`config.mk`:
```
export PLATFORM = sky130hd
export DESIGN_NAME = signed_integer_to_radix_text
export DESIGN_NICKNAME = d
export VERILOG_FILES = /design/src/sirt_pkg.sv /design/src/sirt_ctrl.sv /design/src/sirt_dp.sv /design/src/signed_integer_to_radix_text.sv
export SDC_FILE = /design/constraint.sdc
export NUM_CORES = 1
export LEC_CHECK = 0
export BUFFER_PORTS_ARGS = -buffer_cell sky130_fd_sc_hd__clkbuf_2
export CAP_MARGIN = 10
export CORE_MARGIN = 2
export CORE_UTILIZATION = 42
export CTS_CLUSTER_DIAMETER = 30
export DETAILED_ROUTE_END_ITERATION = 16
export PLACE_DENSITY = 0.58
export REMOVE_ABC_BUFFERS = 1
export SLEW_MARGIN = 10
export SYNTH_ARGS = -nofsm -noshare
export SYNTH_HDL_FRONTEND = slang
export SYNTH_SLANG_ARGS = --single-unit
```
`constraint.sdc`:
```
create_clock -name aclk -period 4.2 [get_ports aclk]
set_clock_uncertainty 0.15 [all_clocks]
set_input_delay 0.84 -clock aclk [delete_from_list [all_inputs] [get_ports aclk]]
set_output_delay 0.84 -clock aclk [all_outputs]
set_load 0.005 [all_outputs]
```
`src/sirt_pkg.sv`:
```
// Shared types and constants for the signed integer to radix text converter.
// Used by sirt_ctrl, sirt_dp and the top level; depends on nothing else.
package sirt_pkg;

    // Fixed widths of the stream payloads and configuration registers.
    localparam int IN_DATA_W  = 32;
    localparam int CHAR_W     = 8;
    localparam int BASE_W     = 5;
    localparam int SYM_BANK_W = 64;
    localparam int CFG_DATA_W = 64;
    localparam int CFG_IDX_W  = 2;
    localparam int NUM_SYMS   = 16;
    localparam int SYM_IDX_W  = 4;

    localparam logic [CHAR_W-1:0] MINUS_CHAR = 8'h2D;
    localparam logic [CHAR_W-1:0] PLUS_CHAR  = 8'h2B;

    // Configuration register indexes.
    localparam logic [CFG_IDX_W-1:0] REG_BASE_LENGTH  = 2'd0;
    localparam logic [CFG_IDX_W-1:0] REG_SYMBOLS_LOW  = 2'd1;
    localparam logic [CFG_IDX_W-1:0] REG_SYMBOLS_HIGH = 2'd2;

    localparam logic [BASE_W-1:0]     BASE_LENGTH_RST  = 5'd2;
    localparam logic [SYM_BANK_W-1:0] SYMBOLS_LOW_RST  = 64'h3130;
    localparam logic [SYM_BANK_W-1:0] SYMBOLS_HIGH_RST = 64'h0;

    // Commands from the controller to the datapath.
    typedef struct packed {
        logic capture;
        logic div_step;
        logic push;
        logic emit_sign;
        logic emit_digit;
    } sirt_cmd_t;

    // Status from the datapath to the controller.
    typedef struct packed {
        logic sym_ok;
        logic neg;
        logic div_last;
        logic q_zero;
        logic out_free;
        logic sp_one;
    } sirt_status_t;

endpackage

```
`src/sirt_ctrl.sv`:
```
// Controller state machine of the radix text converter.
// Depends on sirt_pkg; drives sirt_dp through command and status structs.
module sirt_ctrl
    import sirt_pkg::*;
(
    input  logic         aclk,
    input  logic         aresetn,
    input  logic         s_tvalid,
    output logic         s_tready,
    input  sirt_status_t status,
    output sirt_cmd_t    cmd
);

    typedef enum logic [2:0] {
        ST_IDLE,
        ST_CHECK,
        ST_DIV,
        ST_PUSH,
        ST_SIGN,
        ST_DIGITS
    } state_t;

    state_t state_reg;
    state_t state_next;

    always_ff @(posedge aclk) begin
        if (!aresetn) begin
            state_reg <= ST_IDLE;
        end else begin
            state_reg <= state_next;
        end
    end

    assign s_tready = (state_reg == ST_IDLE);

    always_comb begin
        state_next = state_reg;
        cmd        = '0;
        unique case (state_reg)
            ST_IDLE: begin
                if (s_tvalid) begin
                    cmd.capture = 1'b1;
                    state_next  = ST_CHECK;
                end
            end
            ST_CHECK: begin
                // An invalid symbol set swallows the word without any output.
                state_next = status.sym_ok ? ST_DIV : ST_IDLE;
            end
            ST_DIV: begin
                cmd.div_step = 1'b1;
                if (status.div_last) begin
                    state_next = ST_PUSH;
                end
            end
            ST_PUSH: begin
                cmd.push = 1'b1;
                if (status.q_zero) begin
                    state_next = status.neg ? ST_SIGN : ST_DIGITS;
                end else begin
                    state_next = ST_DIV;
                end
            end
            ST_SIGN: begin
                if (status.out_free) begin
                    cmd.emit_sign = 1'b1;
                    state_next    = ST_DIGITS;
                end
            end
            ST_DIGITS: begin
                if (status.out_free) begin
                    cmd.emit_digit = 1'b1;
                    if (status.sp_one) begin
                        state_next = ST_IDLE;
                    end
                end
            end
            default: begin
                state_next = ST_IDLE;
            end
        endcase
    end

    ast_one_emit: assert property (@(posedge aclk) disable iff (!aresetn)
        !(cmd.emit_sign && cmd.emit_digit))
        else $error("sign and digit emitted together");
    ast_check_after_capture: assert property (@(posedge aclk) disable iff (!aresetn)
        cmd.capture |=> (state_reg == ST_CHECK))
        else $error("capture not followed by symbol check");
    ast_no_accept_busy: assert property (@(posedge aclk) disable iff (!aresetn)
        (state_reg == ST_DIV) |-> !s_tready)
        else $error("input ready while dividing");

endmodule

```
`src/sirt_dp.sv`:
```
// Datapath of the radix text converter: configuration registers, symbol check,
// bit-serial restoring divider, digit stack and output register. Depends on sirt_pkg.
module sirt_dp
    import sirt_pkg::*;
#(
    parameter int MAX_RADIX    = 16,
    parameter int NUMBER_WIDTH = 32
) (
    input  logic                  aclk,
    input  logic                  aresetn,
    input  logic                  cfg_wr_en,
    input  logic [CFG_IDX_W-1:0]  cfg_index,
    input  logic [CFG_DATA_W-1:0] cfg_wr_data,
    input  logic [IN_DATA_W-1:0]  s_tdata,
    output logic                  m_tvalid,
    input  logic                  m_tready,
    output logic [CHAR_W-1:0]     m_tdata,
    output logic                  m_tlast,
    input  sirt_cmd_t             cmd,
    output sirt_status_t          status
);

    localparam int DIGIT_W = (MAX_RADIX > 2) ? $clog2(MAX_RADIX) : 1;
    localparam int CNT_W   = $clog2(NUMBER_WIDTH);
    localparam int SP_W    = $clog2(NUMBER_WIDTH + 1);
    localparam int IDX_W   = $clog2(NUMBER_WIDTH);

    function automatic logic symbols_ok(input logic [BASE_W-1:0] len,
                                        input logic [NUM_SYMS*CHAR_W-1:0] syms);
        logic ok;
        logic [CHAR_W-1:0] si;
        ok = 1'b1;
        for (int i = 0; i < NUM_SYMS; i++) begin
            si = syms[CHAR_W*i +: CHAR_W];
            if (BASE_W'(i) < len) begin
                if (si == '0 || si == PLUS_CHAR || si == MINUS_CHAR) begin
                    ok = 1'b0;
                end
                for (int j = i + 1; j < NUM_SYMS; j++) begin
                    if (BASE_W'(j) < len && syms[CHAR_W*j +: CHAR_W] == si) begin
                        ok = 1'b0;
                    end
                end
            end
        end
        return ok;
    endfunction

    logic [BASE_W-1:0]     base_length_reg;
    logic [SYM_BANK_W-1:0] symbols_low_reg;
    logic [SYM_BANK_W-1:0] symbols_high_reg;
    logic [NUM_SYMS*CHAR_W-1:0] syms;

    always_ff @(posedge aclk) begin
        if (!aresetn) begin
            base_length_reg  <= BASE_LENGTH_RST;
            symbols_low_reg  <= SYMBOLS_LOW_RST;
            symbols_high_reg <= SYMBOLS_HIGH_RST;
        end else if (cfg_wr_en) begin
            if (cfg_index == REG_BASE_LENGTH) begin
                base_length_reg <= cfg_wr_data[BASE_W-1:0];
            end
            if (cfg_index == REG_SYMBOLS_LOW) begin
                symbols_low_reg <= cfg_wr_data;
            end
            if (cfg_index == REG_SYMBOLS_HIGH) begin
                symbols_high_reg <= cfg_wr_data;
            end
        end
    end

    assign syms = {symbols_high_reg, symbols_low_reg};

    // Operand capture and restoring divider. The quotient register starts out
    // holding the magnitude and is shifted one quotient bit in per cycle.
    logic [NUMBER_WIDTH-1:0] raw;
    logic [NUMBER_WIDTH-1:0] mag;
    logic [NUMBER_WIDTH-1:0] q_reg;
    logic [BASE_W-1:0]       rem_reg;
    logic [CNT_W-1:0]        cnt_reg;
    logic                    neg_reg;
    logic [BASE_W:0]         trial;
    logic                    ge;
    logic [BASE_W:0]         diff;

    assign raw   = s_tdata[NUMBER_WIDTH-1:0];
    assign mag   = raw[NUMBER_WIDTH-1] ? (~raw + NUMBER_WIDTH'(1)) : raw;
    assign trial = {rem_reg, q_reg[NUMBER_WIDTH-1]};
    assign ge    = (trial >= {1'b0, base_length_reg});
    assign diff  = trial - {1'b0, base_length_reg};

    always_ff @(posedge aclk) begin
        if (cmd.capture) begin
            q_reg   <= mag;
            neg_reg <= raw[NUMBER_WIDTH-1];
            rem_reg <= '0;
            cnt_reg <= '0;
        end else if (cmd.div_step) begin
            q_reg   <= {q_reg[NUMBER_WIDTH-2:0], ge};
            rem_reg <= ge ? diff[BASE_W-1:0] : trial[BASE_W-1:0];
            cnt_reg <= cnt_reg + CNT_W'(1);
        end else if (cmd.push) begin
            rem_reg <= '0;
            cnt_reg <= '0;
        end
    end

    // Digit stack, least significant digit pushed first.
    logic [DIGIT_W-1:0] stack_reg [NUMBER_WIDTH];
    logic [SP_W-1:0]    sp_reg;
    logic [SP_W-1:0]    sp_dec;
    logic [DIGIT_W-1:0] top_digit;
    logic [CHAR_W-1:0]  top_char;

    assign sp_dec    = sp_reg - SP_W'(1);
    assign top_digit = stack_reg[sp_dec[IDX_W-1:0]];
    assign top_char  = syms[CHAR_W*SYM_IDX_W'(top_digit) +: CHAR_W];

    always_ff @(posedge aclk) begin
        if (cmd.push) begin
            stack_reg[sp_reg[IDX_W-1:0]] <= rem_reg[DIGIT_W-1:0];
        end
    end

    always_ff @(posedge aclk) begin
        if (!aresetn) begin
            sp_reg <= '0;
        end else if (cmd.push) begin
            sp_reg <= sp_reg + SP_W'(1);
        end else if (cmd.emit_digit) begin
            sp_reg <= sp_dec;
        end
    end

    // Output register.
    logic              out_valid_reg;
    logic [CHAR_W-1:0] out_char_reg;
    logic              out_last_reg;
    logic              out_free;

    assign out_free = !out_valid_reg || m_tready;

    always_ff @(posedge aclk) begin
        if (!aresetn) begin
            out_valid_reg <= 1'b0;
        end else if (cmd.emit_sign || cmd.emit_digit) begin
            out_valid_reg <= 1'b1;
        end else if (m_tready) begin
            out_valid_reg <= 1'b0;
        end
    end

    always_ff @(posedge aclk) begin
        if (cmd.emit_sign) begin
            out_char_reg <= MINUS_CHAR;
            out_last_reg <= 1'b0;
        end else if (cmd.emit_digit) begin
            out_char_reg <= top_char;
            out_last_reg <= (sp_reg == SP_W'(1));
        end
    end

    assign m_tvalid = out_valid_reg;
    assign m_tdata  = out_char_reg;
    assign m_tlast  = out_last_reg;

    assign status.sym_ok   = (base_length_reg >= BASE_W'(2))
                           && (base_length_reg <= BASE_W'(MAX_RADIX))
                           && symbols_ok(base_length_reg, syms);
    assign status.neg      = neg_reg;
    assign status.div_last = (cnt_reg == CNT_W'(NUMBER_WIDTH - 1));
    assign status.q_zero   = (q_reg == '0);
    assign status.out_free = out_free;
    assign status.sp_one   = (sp_reg == SP_W'(1));

    ast_push_room: assert property (@(posedge aclk) disable iff (!aresetn)
        cmd.push |-> (sp_reg < SP_W'(NUMBER_WIDTH)))
        else $error("digit stack overflow");
    ast_pop_nonempty: assert property (@(posedge aclk) disable iff (!aresetn)
        cmd.emit_digit |-> (sp_reg != '0))
        else $error("digit stack underflow");
    ast_no_overwrite: assert property (@(posedge aclk) disable iff (!aresetn)
        (cmd.emit_sign || cmd.emit_digit) |-> (!out_valid_reg || m_tready))
        else $error("output word overwritten before it was taken");

endmodule

```
`src/signed_integer_to_radix_text.sv`:
```
// After a word is taken, ST_CHECK runs the symbol check; each digit then comes from the
// bit-serial divider, one quotient bit per cycle, and is pushed onto the digit stack.
// Characters then leave at one per cycle while the output register is free (m_tready).
// A new word is taken only after the last character of the previous word is emitted.
// Reset (aresetn low, synchronous) empties the pipeline and restores radix 2 with "01".
module signed_integer_to_radix_text
    import sirt_pkg::*;
#(
    parameter int MAX_RADIX    = 16,
    parameter int NUMBER_WIDTH = 32
) (
    input  logic                  aclk,
    input  logic                  aresetn,
    // Configuration write port: 0 base_length, 1 symbols_low, 2 symbols_high.
    input  logic                  cfg_wr_en,
    input  logic [CFG_IDX_W-1:0]  cfg_index,
    input  logic [CFG_DATA_W-1:0] cfg_wr_data,
    // Input stream.
    input  logic                  s_tvalid,
    output logic                  s_tready,
    input  logic [IN_DATA_W-1:0]  s_tdata,   // [31:0] number (signed)
    // Character stream.
    output logic                  m_tvalid,
    input  logic                  m_tready,
    output logic [CHAR_W-1:0]     m_tdata,   // [7:0] out_char
    output logic                  m_tlast    // last
);

    // The controller sequences capture, the symbol check, the digit loop and the
    // emission of characters; the datapath holds all storage and arithmetic.
    sirt_cmd_t    cmd;
    sirt_status_t status;

    sirt_ctrl u_ctrl (
        .aclk     (aclk),
        .aresetn  (aresetn),
        .s_tvalid (s_tvalid),
        .s_tready (s_tready),
        .status   (status),
        .cmd      (cmd)
    );

    // The datapath divides the magnitude repeatedly by the radix, stacking each
    // remainder, and then pops the digits so that the most significant leaves first.
    // Its output register lets the next word be taken while the final character waits.
    sirt_dp #(
        .MAX_RADIX    (MAX_RADIX),
        .NUMBER_WIDTH (NUMBER_WIDTH)
    ) u_dp (
        .aclk        (aclk),
        .aresetn     (aresetn),
        .cfg_wr_en   (cfg_wr_en),
        .cfg_index   (cfg_index),
        .cfg_wr_data (cfg_wr_data),
        .s_tdata     (s_tdata),
        .m_tvalid    (m_tvalid),
        .m_tready    (m_tready),
        .m_tdata     (m_tdata),
        .m_tlast     (m_tlast),
        .cmd         (cmd),
        .status      (status)
    );

endmodule
```
==> results.md, run 1 <==
- After synthesis, the mean cell area works out to 8.684 sq um.
- The register with the most flip-flops in the layout has 128 of them.
- The most used flip-flop cell after synthesis is sky130_fd_sc_hd__dfxtp_1.
- Counting the fill cells in the layout gives 5929.
- The type of the worst min-delay path is in -> reg.
- Of the total synthesized cell area, the portion taken by AND, OR, NAND and NOR gates is 0.1707.
- Setup repair after global routing left no endpoint under its margin.
- The power density over the cells is 451.6 mW/mm^2.
- The design draws 14470 uW.
- The routability congestion estimate is 1.056.
- Counting flops with a built-in enable in the synthesized netlist gives 161.
- The effective utilization at floorplan is 0.4259.
- The final-report max-slew violation count is 0.
- The max-cap violation count is 0.
- For this run, design rule violations remaining after detail routing come to 0.
- The sequential cells in the finished layout cover a total of 0.008079 sq mm.
- The register bit total from synthesis is 323.
- The worst register-to-register path ends at u_dp.m_tdata[4]$_SDFFE_PP0P_.
- The overall overflow remaining after global route is 0.
- The net switching power is 4756 uW.
- By area the synthesized netlist is led by sky130_fd_sc_hd__xnor2_1 26%, sky130_fd_sc_hd__edfxtp_1 18%, sky130_fd_sc_hd__dfxtp_1 12%.
- The clock-pin slew reported for the worst setup and hold paths after clock tree synthesis is 0.05 ns.
- The number of global-route vias before repair is 24530.
- The total core area is 0.06331 sq mm.
- The layout overhead on the synthesized area is 18.79%.
- The share of flip-flops with an asynchronous set or reset after synthesis is 0.
- By startpoint and endpoint, the worst setup path is classified as reg -> reg.
- The setup check on the worst reg-to-reg path leaves a slack of 0.28 ns.
- In this run the worst setup path terminates at u_dp.m_tdata[4]$_SDFFE_PP0P_.
- Summed over all cells, the static leakage comes to 0.01142 uW.
- The die extent in y is 257.4 microns.
- The startpoint identified for the worst register-to-register timing path is u_dp.sp_reg[1]$_SDFFE_PN0P_.
- In the finished design, the share of the clock period the worst path needs comes to 0.9340.
- The shortest clock period the worst path allows after layout is 3.923 ns.
- Buffers inserted during clock tree synthesis total 76.
- Counting cells, the worst reg-to-reg path comes to 12.
- Of the total power, the share spent switching nets is 0.3288.
- The cell row count is 92.
- The startpoint of the worst setup timing path is u_dp.sp_reg[1]$_SDFFE_PN0P_.
- The die covers 0.06624 sq mm.
- The worst setup slack after placement is 0.05459 ns.
- For the worst setup path, the data arrival time is 4.29 ns.
- The first global-routing pass estimated 166.2 mm of wire.
- The worst ir drop on vdd is 391.5 uV.
- The number of setup violations in the final report is 0.
- Summing every instance area after synthesis gives 0.02696 sq mm.
- The run finished with clean final reports.
- The clock tree buffer depth is 3.
- The synthesized-area fraction occupied by ao, oa, aoi and oai cells is 0.08056.
- The initial antenna violation count is 5.
- The total detailed-routing wirelength is 113.5 mm.
- For the worst-skew pair, the clock arrives at the later sink with an insertion delay of 0.65 ns.
- The timing-limited maximum frequency is 254.9 MHz.
- The startpoint type of the worst setup path is a flop.
- The area share of fa/ha/maj cells after synthesis is 0.006775.
- The count of buffers inserted at the top-level ports is 113.
- In this run the remaining antenna-violating nets after routing total 0.
- In this run the number of H-tree levels came out at 3.
- Of the total power, combinational logic draws 0.297.
- The share of cells above drive strength 1 is 0.1706.
- Measured against the total synthesized area, the mux share comes to 0.05903.
- Hold timing on the final database bottoms out at a slack of 0.2897 ns.
- The internal portion of the total power is 9710 uW.
- The dominant combinational cell family by area after synthesis is XOR/XNOR gates.
- Counting distinct cell types in the post-synthesis netlist gives 66.
- The category of the worst setup path capture point is a flop.
- The clock drives 323 sinks.
- In the final timing run, aggregate negative setup slack is 0 ns.
- Of the synthesized area, sequential elements account for 0.2996.
- The relative contribution of sequential cells to total power is 0.271.
- The combined area of the multi-input logic cells is 0.01747 sq mm.
- The largest fanout on the critical path is 19.
- The placed wire-length estimate is 79.15 mm.
- The first TritonRoute pass finished after 6 iterations.
- The worst pin sits at a relative slew slack of 0.1633.
- The synthesis warning total is 0.
- The number of nets in the layout is 3327.
- The final-report hold violation count was 0.
- The post-route worst setup slack is 0.2770 ns.
- During I/O placement, the number of pins put on the boundary was 114.
- By instance count, the leading cell after synthesis is sky130_fd_sc_hd__xnor2_1.
- The pin count of the biggest net entering global routing is 67.
- The clock tree root buffer cell is sky130_fd_sc_hd__clkbuf_16.
- The cell accounting for the most synthesized area is sky130_fd_sc_hd__xnor2_1.
- For this block, the initial DRC count from the detailed router was 3030.
- The number of cells produced by synthesis is 3105.
- At the pin with the least slew margin, the transition time is 1.253 ns.
- The routed via count is 25320.
- The share of synthesized area in the top cell type comes to 0.2579.
- The average wire per standard cell is 27.58 microns.
- The fraction of power consumed by the clock network is 0.432.
- The clock tree from TritonCTS is yes.
- Measured along the x axis, the die boundary spans 257.4 microns.
- In the routed layout, each cell is associated on average with a via count of 6.151.
- At the worst endpoint, the required time is 4.56 ns.
- The global router's overall resource usage is 0.3358.
- The XOR/XNOR share of the synthesized area is 0.3301.
- Counting instances in the post-synthesis netlist gives the leading cell types as 794 x sky130_fd_sc_hd__xnor2_1, 332 x sky130_fd_sc_hd__nand2_1, 219 x sky130_fd_sc_hd__xor2_1.
stage by stage:
step | std cells | cell area (sq um) | util
6_report | 4117 | 32030 | 0.5059
5_1_grt | 4117 | 32030 | 0.5059
4_1_cts | 4116 | 32020 | 0.5058
3_5_place_dp | 3978 | 29270 | 0.4624
3_3_place_gp | 3978 | 29270 | 0.4624
2_1_floorplan | 2757 | 25580 | -
power by group through the flow:
stage          Sequential [uW]  Clock [uW]  Combinational (uW)
4_1_cts                   3900        6340                4230
5_1_grt                   3930        6490                4600
6_report                  3920        6250                4300
3_3_place_gp              3950           0                4120
2_1_floorplan             4060           0                2680
3_5_place_dp              3960           0                4210
layout by cell type (no fill, tap or decap), types with 74 or more instances in the layout:
| cell | netlist | final |
|---|---|---|
| sky130_fd_sc_hd__clkbuf_16 | 0 | 76 |
| sky130_fd_sc_hd__nand2_1 | 332 | 332 |
| sky130_fd_sc_hd__buf_4 | 2 | 255 |
| sky130_fd_sc_hd__nor4_1 | 92 | 92 |
| sky130_fd_sc_hd__nor3_1 | 97 | 97 |
| sky130_fd_sc_hd__a21oi_1 | 173 | 173 |
| sky130_fd_sc_hd__nand4_1 | 191 | 191 |
| sky130_fd_sc_hd__dfxtp_1 | 162 | 161 |
| sky130_fd_sc_hd__nor2_1 | 96 | 95 |
| sky130_fd_sc_hd__xnor2_1 | 794 | 793 |
| sky130_fd_sc_hd__edfxtp_1 | 161 | 161 |
| sky130_fd_sc_hd__xor2_1 | 219 | 219 |
| sky130_fd_sc_hd__mux2i_1 | 74 | 74 |
| sky130_fd_sc_hd__clkbuf_2 | 0 | 113 |
logic make-up (layout without fill, tap and decap cells):
family	after synthesis	after routing
XOR/XNOR	1014	1014
AND/OR/NAND/NOR	924	924
buffers and inverters	363	528
AO/OA/AOI/OAI	354	354
flip-flops	323	323
multiplexers	113	113
adder cells (fa/ha/maj)	14	14
other	0	1
layout make-up:
cell class                      instances  area share
Multi-Input combinational cell       2419      0.5454
Antenna cell                            1  0.00007813
Clock buffer                           87     0.06191
Tap cell                              846     0.03305
Inverter                               15    0.001836
Timing Repair Buffer                  375     0.08180
Sequential cell                       323      0.2522
Clock inverter                         51     0.02375
critical path, stage by stage, from the launching register on:
cell and delay, ns:
sky130_fd_sc_hd__dfxtp_1 0.48, sky130_fd_sc_hd__inv_1 0.17, sky130_fd_sc_hd__ha_1 0.29, sky130_fd_sc_hd__xor2_4 0.21, sky130_fd_sc_hd__buf_4 0.23, sky130_fd_sc_hd__mux4_2 0.35, sky130_fd_sc_hd__nand2_1 0.07, sky130_fd_sc_hd__a32oi_2 0.42
sky130_fd_sc_hd__nand2_4 0.27, sky130_fd_sc_hd__nor2_2 0.57, sky130_fd_sc_hd__a22o_1 0.26, sky130_fd_sc_hd__nor3_1 0.06, sky130_fd_sc_hd__a221o_1 0.27
how the worst min path moves through the flow:
stage | start | endpoint | slack [ns] | cells past startpoint
after floorplan | u_dp.m_tlast$_SDFFE_PP0P_ | u_dp.m_tlast$_SDFFE_PP0P_ | 0.30 | 2
after global placement | u_dp.symbols_high_reg[26]$_SDFFE_PN0P_ | u_dp.symbols_high_reg[26]$_SDFFE_PN0P_ | 0.29 | 2
after detailed placement | u_dp.symbols_high_reg[63]$_SDFFE_PN0P_ | u_dp.symbols_high_reg[63]$_SDFFE_PN0P_ | 0.30 | 2
after CTS | cfg_wr_data[28] | u_dp.symbols_low_reg[28]$_SDFFE_PN0P_ | 0.26 | 3
after global routing | cfg_wr_data[28] | u_dp.symbols_low_reg[28]$_SDFFE_PN0P_ | 0.29 | 3
final | cfg_wr_data[28] | u_dp.symbols_low_reg[28]$_SDFFE_PN0P_ | 0.29 | 3
layer usage:
| metal | track usage | wire, microns |
|---|---|---|
| met5 | 0 | 27 |
| met4 | 0.1577 | 5690 |
| met3 | 0.08304 | 13140 |
| met2 | 0.4938 | 47830 |
| met1 | 0.4610 | 46850 |
what timing repair did:
item                       4_1_cts  5_1_grt
hold buffers                     0        0
resized for setup                1        2
setup endpoints to repair        1        7
setup buffers                    0        0
(Power assumes the default switching activity.)
==> run 2, diff against run 1 <==
--- a/config.mk
+++ b/config.mk
@@ -13,6 +13,7 @@
 export DETAILED_ROUTE_END_ITERATION = 16
 export PLACE_DENSITY = 0.58
 export REMOVE_ABC_BUFFERS = 1
+export SETUP_SLACK_MARGIN = 0.5
 export SLEW_MARGIN = 10
 export SYNTH_ARGS = -nofsm -noshare
 export SYNTH_HDL_FRONTEND = slang
==> results.md, run 2 (synthesized netlist as in run 1, its figures left out) <==
- In the final design database the tool counted 3343 nets.
- The count of buffers inserted at the top-level ports is 113.
- In this run the worst hold path is classified as in -> reg.
- The detail-routed via count per cell is 6.124.
- The number of placed instances, taps included, is 3978.
- No sink is reached through more buffers than the 3 on the longest clock path.
- The startpoint of the tightest hold check path is cfg_wr_data[28].
- The first global-routing pass estimated 166.2 mm of wire.
- The sequential cell area in the final layout is 0.008080 sq mm.
- Setup repair after global routing left no endpoint under its margin.
- The required arrival time at the worst endpoint is 4.57 ns.
- The effective utilization at floorplan is 0.4259.
- The static power due to leakage is 0.01151 uW.
- The most common cell after layout, fill and taps aside is sky130_fd_sc_hd__xnor2_1.
- Of the total power, combinational logic draws 0.312.
- In this run the tightest slew margin relative to its limit is 0.1685.
- The routability congestion estimate is 1.056.
- The number of H-tree levels is 3.
- During I/O placement, the number of pins put on the boundary was 114.
- The utilization of the core after routing is 0.5087.
- Relative to the synthesized area, the layout overhead comes to 19.44%.
- The number of global-route vias before repair is 24520.
- The startpoint type of the worst setup path is a flop.
- The internal power component is 9951 uW.
- The routed via count is 25310.
- The DRC violation count after routing is 0.
- The critical register-to-register path startpoint is u_dp.base_length_reg[1]$_SDFFE_PN1P_.
- The count of cells in the finished layout, fillers not included, comes to 4133.
- Along the worst path, the maximum fanout reaches 14.
- The clock-pin slew reported for the worst setup and hold paths after clock tree synthesis is 0.05 ns.
- In this run, the number of DRC markers left after iteration 0 of detailed routing was 3147.
- STA puts the critical path data arrival time at 4.04 ns.
- The top cell types in the final layout, fill and taps aside, are 793 x sky130_fd_sc_hd__xnor2_1, 332 x sky130_fd_sc_hd__nand2_1, 268 x sky130_fd_sc_hd__buf_4, 219 x sky130_fd_sc_hd__xor2_1, 191 x sky130_fd_sc_hd__nand4_1.
- The initial antenna violation count is 5.
- The floorplan step defined a die boundary enclosing 0.06624 sq mm.
- The pin count of the biggest net entering global routing is 67.
- The detail route stage leaves a number of antenna-violating nets equal to 0.
- The worst-case register-to-register setup slack is 0.54 ns.
- The fraction of power consumed by the clock network is 0.423.
- For the worst-skew pair, the clock arrives at the later sink with an insertion delay of 0.65 ns.
- For the pin with the worst max-slew slack, the measured transition is 1.246 ns.
- In this run the critical register-to-register path is captured at u_ctrl.state_reg[1]$_SDFFE_PN0P_.
- The cell row count is 92.
- The number of sinks handled by clock tree synthesis is 323.
- The HPWL after detailed placement is 79.15 mm.
- The core region is 0.06331 sq mm.
- TritonCTS built the clock tree.
- By startpoint and endpoint, the worst setup path is classified as reg -> reg.
- In the final layout, the share of cells above drive strength 1 is 0.1753.
- The global router's overall resource usage is 0.3359.
- The worst ir drop on vdd is 377.9 uV.
- In this run the clock root is driven by a sky130_fd_sc_hd__clkbuf_16.
- The number of buffers created by CTS is 76.
- The net switching power is 4828 uW.
- After detailed routing, the total wire length is 113.6 mm.
- The max-cap violation count is 0.
- At the placement stage, the worst setup path has a slack of 0.05459 ns.
- The combined area of the multi-input logic cells is 0.01749 sq mm.
- The final-report hold violation count is 0.
- The worst hold path depth is 3.
- STA classifies the critical path endpoint as a flop.
- The end point of the worst hold path is u_dp.symbols_low_reg[28]$_SDFFE_PN0P_.
- The logic depth of the worst register-to-register path is 7.
- The shortest clock period the worst path allows after layout is 3.664 ns.
- The flow ran to the end, and the final reports show no timing, DRC or antenna violations.
- For this design, the CTS-stage hold fixing added 0 buffers.
- The register with the most flip-flops in the layout has 128 of them.
- The timing-limited maximum frequency is 272.9 MHz.
- The final-report max-slew violation count was 0.
- In this run the power density over the cells is 458.9 mW/mm^2.
- Setup violations remaining at the end of the flow were counted as 0.
- The number of detailed-routing iterations run before antenna repair is 6.
- From left edge to right edge, the die measures 257.4 microns.
- Once routing completed, OpenROAD measured the worst setup slack at 0.5357 ns.
- The total overflow left after global routing is 0.
- Measured along the y axis, the die boundary spans 257.4 microns.
- The relative contribution of sequential cells to total power is 0.265.
- Of the available clock period, the critical path in the final layout requires 0.8724.
- Of the total power, the share spent switching nets is 0.3267.
- Dividing the detail-routed wire length by the instance count gives 27.48 microns.
- The layout has 5906 filler cells.
==> run 2: cell count changes in the layout (fill, tap and decap cells not counted), sizes merged <==
| cell | delta |
|---|---|
| buf | +15 |
| clkbuf | +1 |
==> run 2: layout make-up <==
| cell class | instances | area share |
|---|---|---|
| Clock inverter | 51 | 0.02362 |
| Multi-Input combinational cell | 2419 | 0.5430 |
| Clock buffer | 87 | 0.06158 |
| Sequential cell | 323 | 0.2509 |
| Timing Repair Buffer | 391 | 0.08613 |
| Inverter | 15 | 0.001826 |
| Antenna cell | 1 | 0.00007770 |
| Tap cell | 846 | 0.03287 |
==> run 2: power by group through the flow <==
stage / Clock, uW / Combinational (uW) / Sequential [uW]
6_report: 6250 / 4610 / 3920
5_1_grt: 6490 / 4930 / 3930
4_1_cts: 6340 / 4250 / 3900
3_5_place_dp: 0 / 4210 / 3960
3_3_place_gp: 0 / 4120 / 3950
2_1_floorplan: 0 / 2680 / 4060
==> run 2: through the flow <==
| step | power [uW] | instance area [sq um] | TNS, ns | hold slack [ns] |
|---|---|---|---|---|
| floorplan | 6740 | 25580 | -3.659 | 0.2987 |
| global placement | 8071 | 29270 | 0 | 0.2936 |
| detailed placement | 8164 | 29270 | 0 | 0.3021 |
| CTS | 14490 | 32040 | 0 | 0.2584 |
| global route | 15350 | 32200 | 0 | 0.2943 |
| finish | 14780 | 32200 | 0 | 0.2879 |
==> run 2: layer usage <==
| layer | GRT usage | share of wire | wire length, microns |
|---|---|---|---|
| met3 | 0.08107 | 0.12 | 13080 |
| met5 | 0 | 0.00024 | 27 |
| met2 | 0.4933 | 0.42 | 47810 |
| met1 | 0.4608 | 0.41 | 46780 |
| met4 | 0.1636 | 0.052 | 5902 |
==> run 2: worst max-delay path, cell delays in order, from the launching register on <==
cell and delay [ns]:
sky130_fd_sc_hd__dfxtp_1 0.66, sky130_fd_sc_hd__inv_1 0.26, sky130_fd_sc_hd__o31ai_2 0.94, sky130_fd_sc_hd__o21ai_0 0.51, sky130_fd_sc_hd__a41o_1 0.42, sky130_fd_sc_hd__o2111a_1 0.15, sky130_fd_sc_hd__and4b_1 0.27, sky130_fd_sc_hd__o21a_1 0.18
==> run 2: worst max-delay path by stage <==
stage	cells after the start	start	slack [ns]	to
after detailed placement	11	u_dp.sp_reg[1]$_SDFFE_PN0P_	0.05	u_dp.m_tdata[6]$_SDFFE_PP0P_
after global routing	13	u_dp.sp_reg[1]$_SDFFE_PN0P_	0.52	u_dp.m_tdata[7]$_SDFFE_PP0P_
after global placement	11	u_dp.sp_reg[1]$_SDFFE_PN0P_	0.17	u_dp.m_tdata[4]$_SDFFE_PP0P_
final	7	u_dp.base_length_reg[1]$_SDFFE_PN1P_	0.54	u_ctrl.state_reg[1]$_SDFFE_PN0P_
after CTS	14	u_dp.sp_reg[1]$_SDFFE_PN0P_	0.53	u_dp.m_tdata[1]$_SDFFE_PP0P_
after floorplan	10	u_dp.sp_reg[0]$_SDFFE_PN0P_	-0.53	u_dp.m_tdata[1]$_SDFFE_PP0P_
==> run 2: what timing repair did <==
item,4_1_cts,5_1_grt
gates resized for setup,7,2
endpoints found under the setup margin,8,8
pin swaps,0,2
setup buffers,0,15
cloned,0,1
